### config.mk
export PLATFORM = sky130hd
export DESIGN_NAME = tlv_area_walker
export DESIGN_NICKNAME = d
export VERILOG_FILES = /design/src/hdl/tlvw_pkg.sv /design/src/hdl/tlvw_parse.sv /design/src/hdl/tlvw_outq.sv /design/src/hdl/tlv_area_walker.sv
export SDC_FILE = /design/constraint.sdc
export NUM_CORES = 1
export LEC_CHECK = 0
export ABC_CLOCK_PERIOD_IN_PS = 15040
export BUFFER_PORTS_ARGS = -buffer_cell sky130_fd_sc_hd__buf_2
export CORE_MARGIN = 1.5
export CORE_UTILIZATION = 45
export DETAILED_ROUTE_END_ITERATION = 8
export PLACE_DENSITY = 0.59
export SLEW_MARGIN = 30
export SYNTH_ARGS = -nofsm -noshare
export SYNTH_HDL_FRONTEND = slang
export SYNTH_SLANG_ARGS = --single-unit
export TNS_END_PERCENT = 5
### constraint.sdc
create_clock -name clk -period 15.04 [get_ports clk]
set_clock_uncertainty 0.05 [all_clocks]
set_input_delay 2.256 -clock clk [delete_from_list [all_inputs] [get_ports clk]]
set_output_delay 2.256 -clock clk [all_outputs]
set_load 0.01 [all_outputs]
### src/hdl/tlvw_pkg.sv
// Shared types, codes and helpers for the TLV trailer area walker.
package tlvw_pkg;

	typedef struct packed {
		logic [7:0] data_byte;
		logic       start_of_area;
	} in_item_t;

	typedef struct packed {
		logic [1:0]  result_kind;
		logic [1:0]  status_code;
		logic [15:0] tlv_type;
		logic [15:0] tlv_length;
		logic [15:0] val_off;
		logic        last_of_run;
	} out_item_t;

	// result kinds
	localparam logic [1:0] KIND_RECORD = 2'd0;
	localparam logic [1:0] KIND_END    = 2'd1;
	localparam logic [1:0] KIND_ERROR  = 2'd2;

	// status codes
	localparam logic [1:0] ST_OK        = 2'd0;
	localparam logic [1:0] ST_TOO_SMALL = 2'd1;
	localparam logic [1:0] ST_BAD_MAGIC = 2'd2;
	localparam logic [1:0] ST_BAD_LEN   = 2'd3;

	// configuration register indexes
	localparam logic CFG_INFO_MAGIC  = 1'b0;
	localparam logic CFG_AREA_LENGTH = 1'b1;

	localparam int unsigned CFG_W = 16;

	function automatic out_item_t make_res(input logic [1:0] kind, input logic [1:0] status,
			input logic [15:0] ttype, input logic [15:0] tlen, input logic [15:0] toff);
		out_item_t r;
		r.result_kind  = kind;
		r.status_code  = status;
		r.tlv_type     = ttype;
		r.tlv_length   = tlen;
		r.val_off      = toff;
		r.last_of_run  = 1'b0;
		return r;
	endfunction

endpackage

### src/hdl/tlvw_parse.sv
// Walker state and per-byte parse logic: up to two results per byte.
module tlvw_parse
	import tlvw_pkg::*;
(
	input  logic       clk,
	input  logic       arst_n,
	input  logic       fire,
	input  in_item_t   item,
	input  logic [15:0] magic_cfg,
	input  logic [15:0] area_length,
	output out_item_t  res0,
	output out_item_t  res1,
	output logic [1:0] res_cnt
);

	localparam logic [2:0] PH_IDLE   = 3'd0;
	localparam logic [2:0] PH_INFO   = 3'd1;
	localparam logic [2:0] PH_HEADER = 3'd2;
	localparam logic [2:0] PH_VALUE  = 3'd3;
	localparam logic [2:0] PH_DONE   = 3'd4;

	logic [15:0] pos_q, left_q, rstart_q;
	logic [23:0] hdr_q;
	logic [2:0]  phase_q;

	logic [15:0] pos_n, left_n, rstart_n;
	logic [23:0] hdr_n;
	logic [2:0]  phase_n;

	always_comb begin
		logic [1:0]  k;
		logic [15:0] lo, hi, rem;
		logic [16:0] nxt, bp, area17;
		logic        do_bnd, adv, err;
		logic [1:0]  err_st;
		logic [1:0]  cnt;
		out_item_t   r0, r1, rr;

		pos_n    = pos_q;
		left_n   = left_q;
		rstart_n = rstart_q;
		hdr_n    = hdr_q;
		phase_n  = phase_q;
		r0       = '0;
		r1       = '0;
		rr       = '0;
		cnt      = 2'd0;
		do_bnd   = 1'b0;
		adv      = 1'b0;
		err      = 1'b0;
		err_st   = ST_OK;
		bp       = '0;
		area17   = {1'b0, area_length};
		k        = 2'd0;
		lo       = '0;
		hi       = '0;
		rem      = '0;
		nxt      = '0;

		if (item.start_of_area) begin
			pos_n    = '0;
			hdr_n    = '0;
			left_n   = '0;
			rstart_n = '0;
			phase_n  = PH_INFO;
			if (area_length < 16'd4) begin
				err     = 1'b1;
				err_st  = ST_TOO_SMALL;
				phase_n = PH_DONE;
			end
		end

		case (phase_n)
			PH_INFO, PH_HEADER: begin
				adv = 1'b1;
				k   = pos_n[1:0] - rstart_n[1:0];
				lo  = hdr_n[15:0];
				hi  = {item.data_byte, hdr_n[23:16]};
				nxt = {1'b0, rstart_n} + 17'd4;
				if (k == 2'd0) begin
					hdr_n[7:0] = hdr_n[7:0] | item.data_byte;
				end else if (k == 2'd1) begin
					hdr_n[15:8] = hdr_n[15:8] | item.data_byte;
				end else if (k == 2'd2) begin
					hdr_n[23:16] = hdr_n[23:16] | item.data_byte;
				end else if (phase_n == PH_INFO) begin
					if (lo != magic_cfg) begin
						err    = 1'b1;
						err_st = ST_BAD_MAGIC;
					end else if (hi < 16'd4 || hi != area_length) begin
						err    = 1'b1;
						err_st = ST_BAD_LEN;
					end else begin
						do_bnd = 1'b1;
						bp     = 17'd4;
					end
				end else begin
					if (nxt > area17 || {1'b0, hi} > area17 - nxt) begin
						err    = 1'b1;
						err_st = ST_BAD_LEN;
					end else begin
						r0  = make_res(KIND_RECORD, ST_OK, lo, hi, nxt[15:0]);
						cnt = 2'd1;
						if (hi == 16'd0) begin
							do_bnd = 1'b1;
							bp     = nxt;
						end else begin
							phase_n = PH_VALUE;
							left_n  = hi;
						end
					end
				end
			end
			PH_VALUE: begin
				adv    = 1'b1;
				left_n = left_n - 16'd1;
				if (left_n == 16'd0) begin
					do_bnd = 1'b1;
					bp     = {1'b0, pos_n + 16'd1};
				end
			end
			default: begin
			end
		endcase

		// what follows a record that ends at offset bp
		if (do_bnd) begin
			rem = area_length - bp[15:0];
			if (bp > area17) begin
				err    = 1'b1;
				err_st = ST_BAD_LEN;
			end else if (rem == 16'd0) begin
				rr      = make_res(KIND_END, ST_OK, '0, '0, '0);
				phase_n = PH_DONE;
				if (cnt == 2'd0) r0 = rr;
				else r1 = rr;
				cnt = cnt + 2'd1;
			end else if (rem < 16'd4) begin
				err    = 1'b1;
				err_st = ST_BAD_LEN;
			end else begin
				phase_n  = PH_HEADER;
				rstart_n = bp[15:0];
				hdr_n    = '0;
			end
		end

		if (err) begin
			rr      = make_res(KIND_ERROR, err_st, '0, '0, '0);
			phase_n = PH_DONE;
			if (cnt == 2'd0) r0 = rr;
			else r1 = rr;
			cnt = cnt + 2'd1;
		end

		if (adv) pos_n = pos_n + 16'd1;

		r0.last_of_run = (cnt == 2'd1);
		r1.last_of_run = (cnt == 2'd2);
		res0    = r0;
		res1    = r1;
		res_cnt = cnt;
	end

	always_ff @(posedge clk or negedge arst_n) begin
		if (!arst_n) begin
			pos_q    <= '0;
			left_q   <= '0;
			rstart_q <= '0;
			hdr_q    <= '0;
			phase_q  <= PH_IDLE;
		end else if (fire) begin
			pos_q    <= pos_n;
			left_q   <= left_n;
			rstart_q <= rstart_n;
			hdr_q    <= hdr_n;
			phase_q  <= phase_n;
		end
	end

	// two results only come from a record followed by its boundary outcome
	a_pair_starts_record: assert property (@(posedge clk) disable iff (!arst_n)
		(fire && res_cnt == 2'd2) |-> res0.result_kind == KIND_RECORD)
		else $error("second result without a record first");

	// any end or error parks the walker until the next start
	a_stop_after_final: assert property (@(posedge clk) disable iff (!arst_n)
		(fire && res_cnt != 2'd0 &&
		 ((res_cnt == 2'd1 && res0.result_kind != KIND_RECORD) || res_cnt == 2'd2))
		|=> phase_q == PH_DONE)
		else $error("walker kept going after end or error");

	// a value phase always has bytes left to skip
	a_value_nonzero: assert property (@(posedge clk) disable iff (!arst_n)
		phase_q == PH_VALUE |-> left_q != 16'd0)
		else $error("value phase with nothing left");

endmodule

### src/hdl/tlvw_outq.sv
// Four-entry result queue; takes up to two results per cycle, gives one.
module tlvw_outq
	import tlvw_pkg::*;
(
	input  logic       clk,
	input  logic       arst_n,
	input  logic [1:0] push_cnt,
	input  out_item_t  push0,
	input  out_item_t  push1,
	output logic       room,
	output logic       result_valid,
	input  logic       result_ready,
	output out_item_t  result
);

	out_item_t   ent_q [4];
	logic [1:0]  wr_q, rd_q;
	logic [2:0]  cnt_q;
	logic        pop;

	assign room         = (cnt_q <= 3'd2);
	assign result_valid = (cnt_q != 3'd0);
	assign result       = ent_q[rd_q];
	assign pop          = result_valid && result_ready;

	always_ff @(posedge clk) begin
		if (push_cnt != 2'd0) ent_q[wr_q] <= push0;
		if (push_cnt == 2'd2) ent_q[wr_q + 2'd1] <= push1;
	end

	always_ff @(posedge clk or negedge arst_n) begin
		if (!arst_n) begin
			wr_q  <= '0;
			rd_q  <= '0;
			cnt_q <= '0;
		end else begin
			wr_q  <= wr_q + push_cnt;
			if (pop) rd_q <= rd_q + 2'd1;
			cnt_q <= cnt_q + {1'b0, push_cnt} - {2'b0, pop};
		end
	end

	a_no_overflow: assert property (@(posedge clk) disable iff (!arst_n)
		push_cnt != 2'd0 |-> room)
		else $error("result queue overflow");

	a_count_bound: assert property (@(posedge clk) disable iff (!arst_n)
		cnt_q <= 3'd4)
		else $error("result queue count out of range");

endmodule

### src/hdl/tlv_area_walker.sv
// Top level of the TLV trailer area walker: input stage, config, parser, result queue.
//
//  port group      | dir | handshake                  | payload
//  ----------------+-----+----------------------------+-------------------------------
//  item            | in  | item_valid / item_ready    | in_item_t  (data_byte, start)
//  result          | out | result_valid / result_ready| out_item_t (kind .. last_of_run)
//  cfg             | in  | cfg_wen, no wait           | cfg_idx selects register, cfg_data
//
// One byte per cycle sustained while the queue has room. A byte is registered in
// stage 1 at its transfer, parsed there once the queue can take its results, then queued.
// Bytes that give two results (zero-length record at a boundary) give them out in
// turn; the 4-entry queue stalls input only when more than two results wait.
// Reset returns the walker to idle and loads the register defaults; no clearing pass.
// Result stalls back up through the queue to the input stage, one byte at a time.
module tlv_area_walker
	import tlvw_pkg::*;
(
	input  logic             clk,
	input  logic             arst_n,
	input  logic             item_valid,
	output logic             item_ready,
	input  in_item_t         item,
	output logic             result_valid,
	input  logic             result_ready,
	output out_item_t        result,
	input  logic             cfg_wen,
	input  logic             cfg_idx,
	input  logic [CFG_W-1:0] cfg_data
);

	// config registers
	logic [15:0] info_magic_q;
	logic [15:0] area_length_q;

	// input stage
	in_item_t item_s1;
	logic     valid_s1;
	logic     fire;
	logic     room;

	out_item_t  res0, res1;
	logic [1:0] res_cnt;

	// the parsed byte leaves stage 1 only when the queue can take both results
	assign fire       = valid_s1 && room;
	assign item_ready = !valid_s1 || fire;

	always_ff @(posedge clk or negedge arst_n) begin
		if (!arst_n) begin
			info_magic_q  <= 16'd26887;
			area_length_q <= 16'd0;
		end else if (cfg_wen) begin
			case (cfg_idx)
				CFG_INFO_MAGIC:  info_magic_q  <= cfg_data;
				CFG_AREA_LENGTH: area_length_q <= cfg_data;
				default: begin
				end
			endcase
		end
	end

	always_ff @(posedge clk or negedge arst_n) begin
		if (!arst_n) begin
			valid_s1 <= 1'b0;
		end else if (item_ready) begin
			valid_s1 <= item_valid;
		end
	end

	// payload register, no reset needed
	always_ff @(posedge clk) begin
		if (item_ready && item_valid) item_s1 <= item;
	end

	tlvw_parse u_parse (
		.clk         (clk),
		.arst_n      (arst_n),
		.fire        (fire),
		.item        (item_s1),
		.magic_cfg   (info_magic_q),
		.area_length (area_length_q),
		.res0        (res0),
		.res1        (res1),
		.res_cnt     (res_cnt)
	);

	tlvw_outq u_outq (
		.clk          (clk),
		.arst_n       (arst_n),
		.push_cnt     (fire ? res_cnt : 2'd0),
		.push0        (res0),
		.push1        (res1),
		.room         (room),
		.result_valid (result_valid),
		.result_ready (result_ready),
		.result       (result)
	);

	// a byte waiting on a full queue keeps its slot and contents
	a_s1_hold: assert property (@(posedge clk) disable iff (!arst_n)
		(valid_s1 && !fire) |=> (valid_s1 && $stable(item_s1)))
		else $error("stage 1 byte lost while stalled");

endmodule

==> flow_metrics.py, run 1 <==
metrics = {
    "run_status": {
        "run_status": "completed",
    },
    "worst_setup_path": {
        "critical_path.slowest_cell": "nor4_1",
        "cp_slowest_stage_delay_ps": 570,
        "path_max_fanout": 62,
        "worstPathArrival_ps": 12640,
        "crit_path_frequent_cell": "ha_1",
        "reg2reg_from": "item_s1[0]",
        "reg2regPathDepth": 40,
        "worst-r2r-setup-slack_ps": 2670,
        "cp_data_required_time_ps": 15310,
        "cp-start-kind": "register",
        "cp-end-kind": "register",
        "r2r-end": "u_outq.ent_q[1][51]",
        "worstSetupPathType": "reg2reg",
    },
    "synth": {
        "synthesis.area_um2": 19900,
        "synth_top_area_cell": "dfxtp_1",
        "synthTopCellsByArea": "dfxtp_1, dfrtp_1, mux4_2",
        "synth_top_area_share_pct": 19.3,
        "synth-seq-area-share_pct": 38.3,
        "synth-edff-count": 29,
        "yosysUniqueCellTypes": 93,
        "synth_cells": 2286,
        "syn_nets": 2394,
        "synthTopCellsByCount": "nand3_1, o21ai_0, nand2_1",
        "ys.flop_type": "dfxtp_1",
        "ys_ff_latch": 336,
        "yosysWarnings": 0,
        "postSynthAreaPerCell_um2": 8.69,
        "ys_async_sr_fraction_pct": 34.2,
        "yosysMostFrequentCell": "nand3_1",
    },
    "cells_and_area": {
        "nets": 2392,
        "diodes": 0,
        "fin_area_um2": 22100,
        "area_delta_synth_final_pct": 11.1,
        "fillers": 4106,
        "drive_gt1_share_pct": 14.0,
    },
    "clocking": {
        "cts-buffers-inserted": 39,
        "htreeDepth": 2,
        "cts_tree": "built",
        "cts_buffer_depth": 3,
        "cts-root-buf": "clkbuf_16",
        "clk_pin_slew_worst_paths_ps": 60,
        "cts_setup_buffers": 0,
        "cts.sinks": 336,
        "cts_resized": 0,
        "clock_latency_ps": 580,
        "cts.hold.buffers_added": 0,
    },
    "grt": {
        "first_global_vias": 17400,
        "overflow": 0,
        "grt_max_degree": 120,
        "grt.total_usage_pct": 29.6,
        "grt_pass1_wl_um": 103000,
        "antenna_found_initial": 1,
    },
    "sta": {
        "fmax_mhz": 80.8,
        "rsz0062_at_grt": "no",
        "tightest_slew_ps": 992,
        "setup_viol": 0,
        "period_minus_slack_ps": 12370,
        "fin_crit_sh_pct": 82.2,
        "slew_violations": 0,
        "slew_headroom_pct": 33.6,
        "hold_viol": 0,
        "final.setup.worst_slack_ps": 2670,
        "tns_ps": 0,
    },
    "worst_hold_path": {
        "hp-start": "u_outq.ent_q[3][32]",
        "hold_class": "reg2reg",
        "holdPathStages": 2,
        "hold_end": "u_outq.ent_q[3][32]",
    },
    "placed_design": {
        "numPortBuffers": 85,
        "place_area_um2": 20700,
        "place_ws_ps": 2910,
        "dp_hpwl_um": 44800,
        "finalWeightedCongestion": 0.955,
    },
    "die": {
        "num_rows": 76,
        "core-area_um2": 43400,
        "ioPinCount": 86,
        "die_h_um": 213,
        "dieArea_um2": 45400,
        "die_w_um": 213,
        "initial_core_util_pct": 45.8,
    },
    "pwr": {
        "p_per_area_nw_per_um2": 137,
        "peakVddDrop_mv": 0.149,
        "p_total_mw": 3.03,
        "cellLeakagePower_nw": 8.49,
    },
    "routing": {
        "postRouteAntennaNets": 0,
        "wl_um": 67400,
        "first_iter_violations": 1990,
        "viasPerCell": 6.28,
        "post_drt_wl_per_cell_um": 23.2,
        "drc": 0,
        "dr.pass1.iters": 6,
        "vias": 18200,
    },
    "flow_run": {
        "maxCapViolations": 0,
    },
}
==> state kept, by name (all words and copies together), names as in the netlist <==
register	cells
u_outq.ent_q	212
u_parse.hdr_q	24
area_length_q	16
info_magic_q	16
u_parse.left_q	16
u_parse.pos_q	16
u_parse.rstart_q	16
item_s1	9
u_outq.cnt_q	3
u_parse.phase_q	3
u_outq.rd_q	2
u_outq.wr_q	2
valid_s1	1
==> worst max-delay path: cells and delay by family (launching register included) <==
kind	cells	cell delay (ps)
simple gates	14	4080
compound gates	13	3540
fa+ha+maj	6	2040
buf+inv	5	1400
xor+xnor	2	540
flops	1	370
==> placed cells by master (no fill, tap or decap), types with 16 or more instances in the layout <==
cell type and count:
nor3_1 20, o21ai_0 213, a21o_1 16, a22o_1 41
and3_1 20, a21oi_1 176, nor2_1 136, nand2b_1 21
buf_4 36, xor2_1 36, o21ai_1 84, nor4_1 20
ha_1 75, dfxtp_1 192, edfxtp_1 29, nand2_1 207
clkbuf_16 39, buf_2 84, mux2_2 35, dfrtp_1 106
nand4_1 18, mux4_2 53, xnor2_1 36, nor2b_1 17
nand3_1 223, inv_1 90
==> metal layers <==
| metal | share of wire [%] | wire (um) | GRT usage, % |
|---|---|---|---|
| met5 | 0 | 0 | 0 |
| met4 | 3.1 | 2110 | 10.3 |
| met3 | 6.7 | 4490 | 4.43 |
| met2 | 46 | 31000 | 46.2 |
| met1 | 44 | 29800 | 41.7 |
==> final cells by class <==
class / instances / area [um^2] / area share (%)
inverters: 90 / 338 / 1.53
well taps: 585 / 732 / 3.32
repair buffers: 124 / 793 / 3.59
clock buffers: 53 / 1090 / 4.93
multi-input cells: 1693 / 11300 / 51.1
clock inverters: 19 / 235 / 1.07
flip-flops and latches: 336 / 7610 / 34.5
==> through the flow <==
stage               utilization, %  hold slack [ps]  cells
detailed placement            47.7              390   2825
floorplan                        -              375   2286
finish                        50.9              398   2900
CTS                           50.7              400   2897
global placement              47.7              383   2825
global route                  50.9              411   2900
==> how the worst max path moves through the flow <==
stage          slack [ps]  startpoint                  end
2_1_floorplan        4440  item_s1[0]      u_outq.cnt_q[2]
3_3_place_gp         3210  item_s1[0]  u_outq.ent_q[1][51]
3_5_place_dp         2910  item_s1[0]  u_outq.ent_q[1][51]
4_1_cts              2800  item_s1[0]  u_outq.ent_q[1][51]
5_1_grt              1910  item_s1[0]  u_outq.ent_q[1][51]
6_report             2670  item_s1[0]  u_outq.ent_q[1][51]
==> power by group <==
group | switching (mW) | internal [mW]
combinational | 0.602 | 0.315
sequential | 0.146 | 0.978
clock | 0.406 | 0.582
==> logic make-up after synthesis <==
logic type      Yosys count  synth area share (%)
buf+inv                 257                  5.32
simple gates            765                  19.1
fa+ha+maj                77                  4.93
mux                      90                  8.09
compound gates          689                  21.1
flops                   336                  38.3
xor+xnor                 72                  3.17
Power figures use the tool's default switching activity.
==> inputs of run 2 (changes only) <==
Settings changed: ABC_CLOCK_PERIOD_IN_PS 15040 to 11600.
Clock period 15.04 ns to 11.6 ns, I/O delays scaled along.
==> flow_metrics.py, run 2 (synthesis results as in run 1) <==
metrics = {
    "grt": {
        "grt.total_usage_pct": 30.0,
        "first_global_vias": 17500,
        "overflow": 0,
        "grt_pass1_wl_um": 104000,
        "grt_max_degree": 118,
        "antenna_found_initial": 1,
    },
    "pwr": {
        "swShare_pct": 38.6,
        "seqPwrFrac_pct": 36.7,
        "p_clk_share_pct": 31.9,
        "p_per_area_nw_per_um2": 177,
        "peakVddDrop_mv": 0.198,
        "cellLeakagePower_nw": 8.52,
        "p_int_mw": 2.41,
        "switchingPower_mw": 1.52,
        "comb_power_share_pct": 31.4,
    },
    "sta": {
        "fmax_mhz": 90.4,
        "holdWs_ps": 395,
        "period_minus_slack_ps": 11070,
        "slew_violations": 0,
        "slew_headroom_pct": 24.9,
        "fin_crit_sh_pct": 95.4,
        "hold_viol": 0,
        "tns_ps": 0,
        "tightest_slew_ps": 1120,
        "setup_viol": 0,
        "final.setup.worst_slack_ps": 532,
    },
    "cells_and_area": {
        "largestRegisters": "u_outq.ent_q: 212 flops, u_parse.hdr_q: 24 flops",
        "nets": 2403,
        "drive_gt1_share_pct": 14.8,
        "area_delta_synth_final_pct": 11.6,
        "largest_reg_flops": 212,
        "final_common_cell": "nand3_1",
        "diodes": 0,
        "regMostFlops": "u_outq.ent_q",
        "fin_area_um2": 22200,
        "layout.cells.non_filler": 2912,
        "layout_common_cells": "nand3_1, o21ai_0, nand2_1, dfxtp_1, a21oi_1",
    },
    "worst_setup_path": {
        "r2r-end": "u_outq.ent_q[3][51]",
        "reg2regPathDepth": 37,
        "crit_path_frequent_cell": "ha_1",
        "cp-end-kind": "register",
        "worstPathArrival_ps": 11330,
        "reg2reg_from": "item_s1[0]",
        "path_max_fanout": 117,
        "worstSetupPathType": "reg2reg",
        "cp_slowest_stage_delay_ps": 650,
        "worst-r2r-setup-slack_ps": 530,
        "critical_path.slowest_cell": "a2111oi_4",
        "cp_data_required_time_ps": 11860,
        "cp-start-kind": "register",
    },
    "placed_design": {
        "dp_hpwl_um": 44800,
        "finalWeightedCongestion": 0.983,
        "numPortBuffers": 85,
        "place_area_um2": 20800,
        "place_ws_ps": 147,
        "dp.cells": 2837,
    },
    "die": {
        "ioPinCount": 86,
        "core-area_um2": 43400,
        "die_w_um": 213,
        "die_h_um": 213,
        "initial_core_util_pct": 45.8,
        "dieArea_um2": 45400,
        "num_rows": 76,
    },
    "run_status": {
        "run_status": "completed",
    },
    "routing": {
        "post_drt_wl_per_cell_um": 23.5,
        "viasPerCell": 6.30,
        "first_iter_violations": 2035,
        "drc": 0,
        "vias": 18300,
        "wl_um": 68600,
        "postRouteAntennaNets": 0,
        "dr.pass1.iters": 7,
    },
    "flow_run": {
        "maxCapViolations": 0,
    },
    "clocking": {
        "cts_buffer_depth": 3,
        "clk_pin_slew_worst_paths_ps": 70,
        "cts.hold.buffers_added": 0,
        "cts_resized": 0,
        "cts.sinks": 336,
        "cts-root-buf": "clkbuf_16",
        "clock_latency_ps": 580,
        "htreeDepth": 2,
        "cts_tree": "built",
        "cts_setup_buffers": 0,
        "cts-buffers-inserted": 40,
    },
    "worst_hold_path": {
        "holdPathStages": 2,
        "hold_end": "u_outq.ent_q[3][26]",
        "hp-start": "u_outq.ent_q[3][26]",
        "hold_class": "reg2reg",
    },
}
-- run 2: cell types whose count changed in the layout (fill, tap and decap cells not counted), moves of 2 or more --
cell,previous run,this run
clkinv_1,4,0
bufinv_16,4,0
clkbuf_16,39,41
inv_6,2,0
clkbuf_8,6,11
buf_12,1,3
buf_4,36,45
buf_16,3,0
clkbuf_1,8,10
clkinvlp_4,0,2
-- run 2: worst max path at each step --
stage,start,endpoint,cells after the start
final,item_s1[0],u_outq.ent_q[3][51],37
after global routing,item_s1[0],u_outq.ent_q[3][51],38
after CTS,item_s1[0],u_outq.ent_q[3][24],37
after detailed placement,item_s1[0],u_outq.ent_q[3][32],37
after global placement,item_s1[0],u_outq.ent_q[2][20],37
after floorplan,item_s1[0],u_outq.cnt_q[2],50
-- run 2: stage by stage --
step	util (%)	power (mW)
2_1_floorplan	-	2.24
3_3_place_gp	47.9	2.65
3_5_place_dp	47.9	2.66
4_1_cts	51.0	3.92
5_1_grt	51.1	4.10
6_report	51.1	3.93
-- run 2: cell type report --
| class | instances | area, um^2 |
|---|---|---|
| timing repair buffer | 133 | 830 |
| fill | 4159 | 21200 |
| multi-input combinational | 1694 | 11300 |
| tap | 585 | 732 |
| sequential | 336 | 7610 |
| inverter | 90 | 338 |
| clock buffer | 62 | 1210 |
| clock inverter | 12 | 104 |
-- run 2: per-layer routing --
metal  part of all wire [%]  track usage [%]
met3                    7.8             5.41
met4                    3.3             10.5
met1                     43             41.4
met5                  0.019                0
met2                     46             47.1
-- run 2: critical path, delay by kind of cell (launching register included) --
kind            cells  cell delay, ps
buf+inv             5             940
flops               1             440
compound gates     15            4290
simple gates        9            2600
xor+xnor            2             400
fa+ha+maj           6            2080
-- run 2: power groups by stage --
| stage | Sequential (mW) | Clock, mW | Combinational, mW |
|---|---|---|---|
| floorplan | 1.37 | 0 | 0.872 |
| global placement | 1.45 | 0 | 1.20 |
| detailed placement | 1.46 | 0 | 1.20 |
| CTS | 1.43 | 1.27 | 1.21 |
| global route | 1.45 | 1.32 | 1.33 |
| finish | 1.44 | 1.25 | 1.23 |
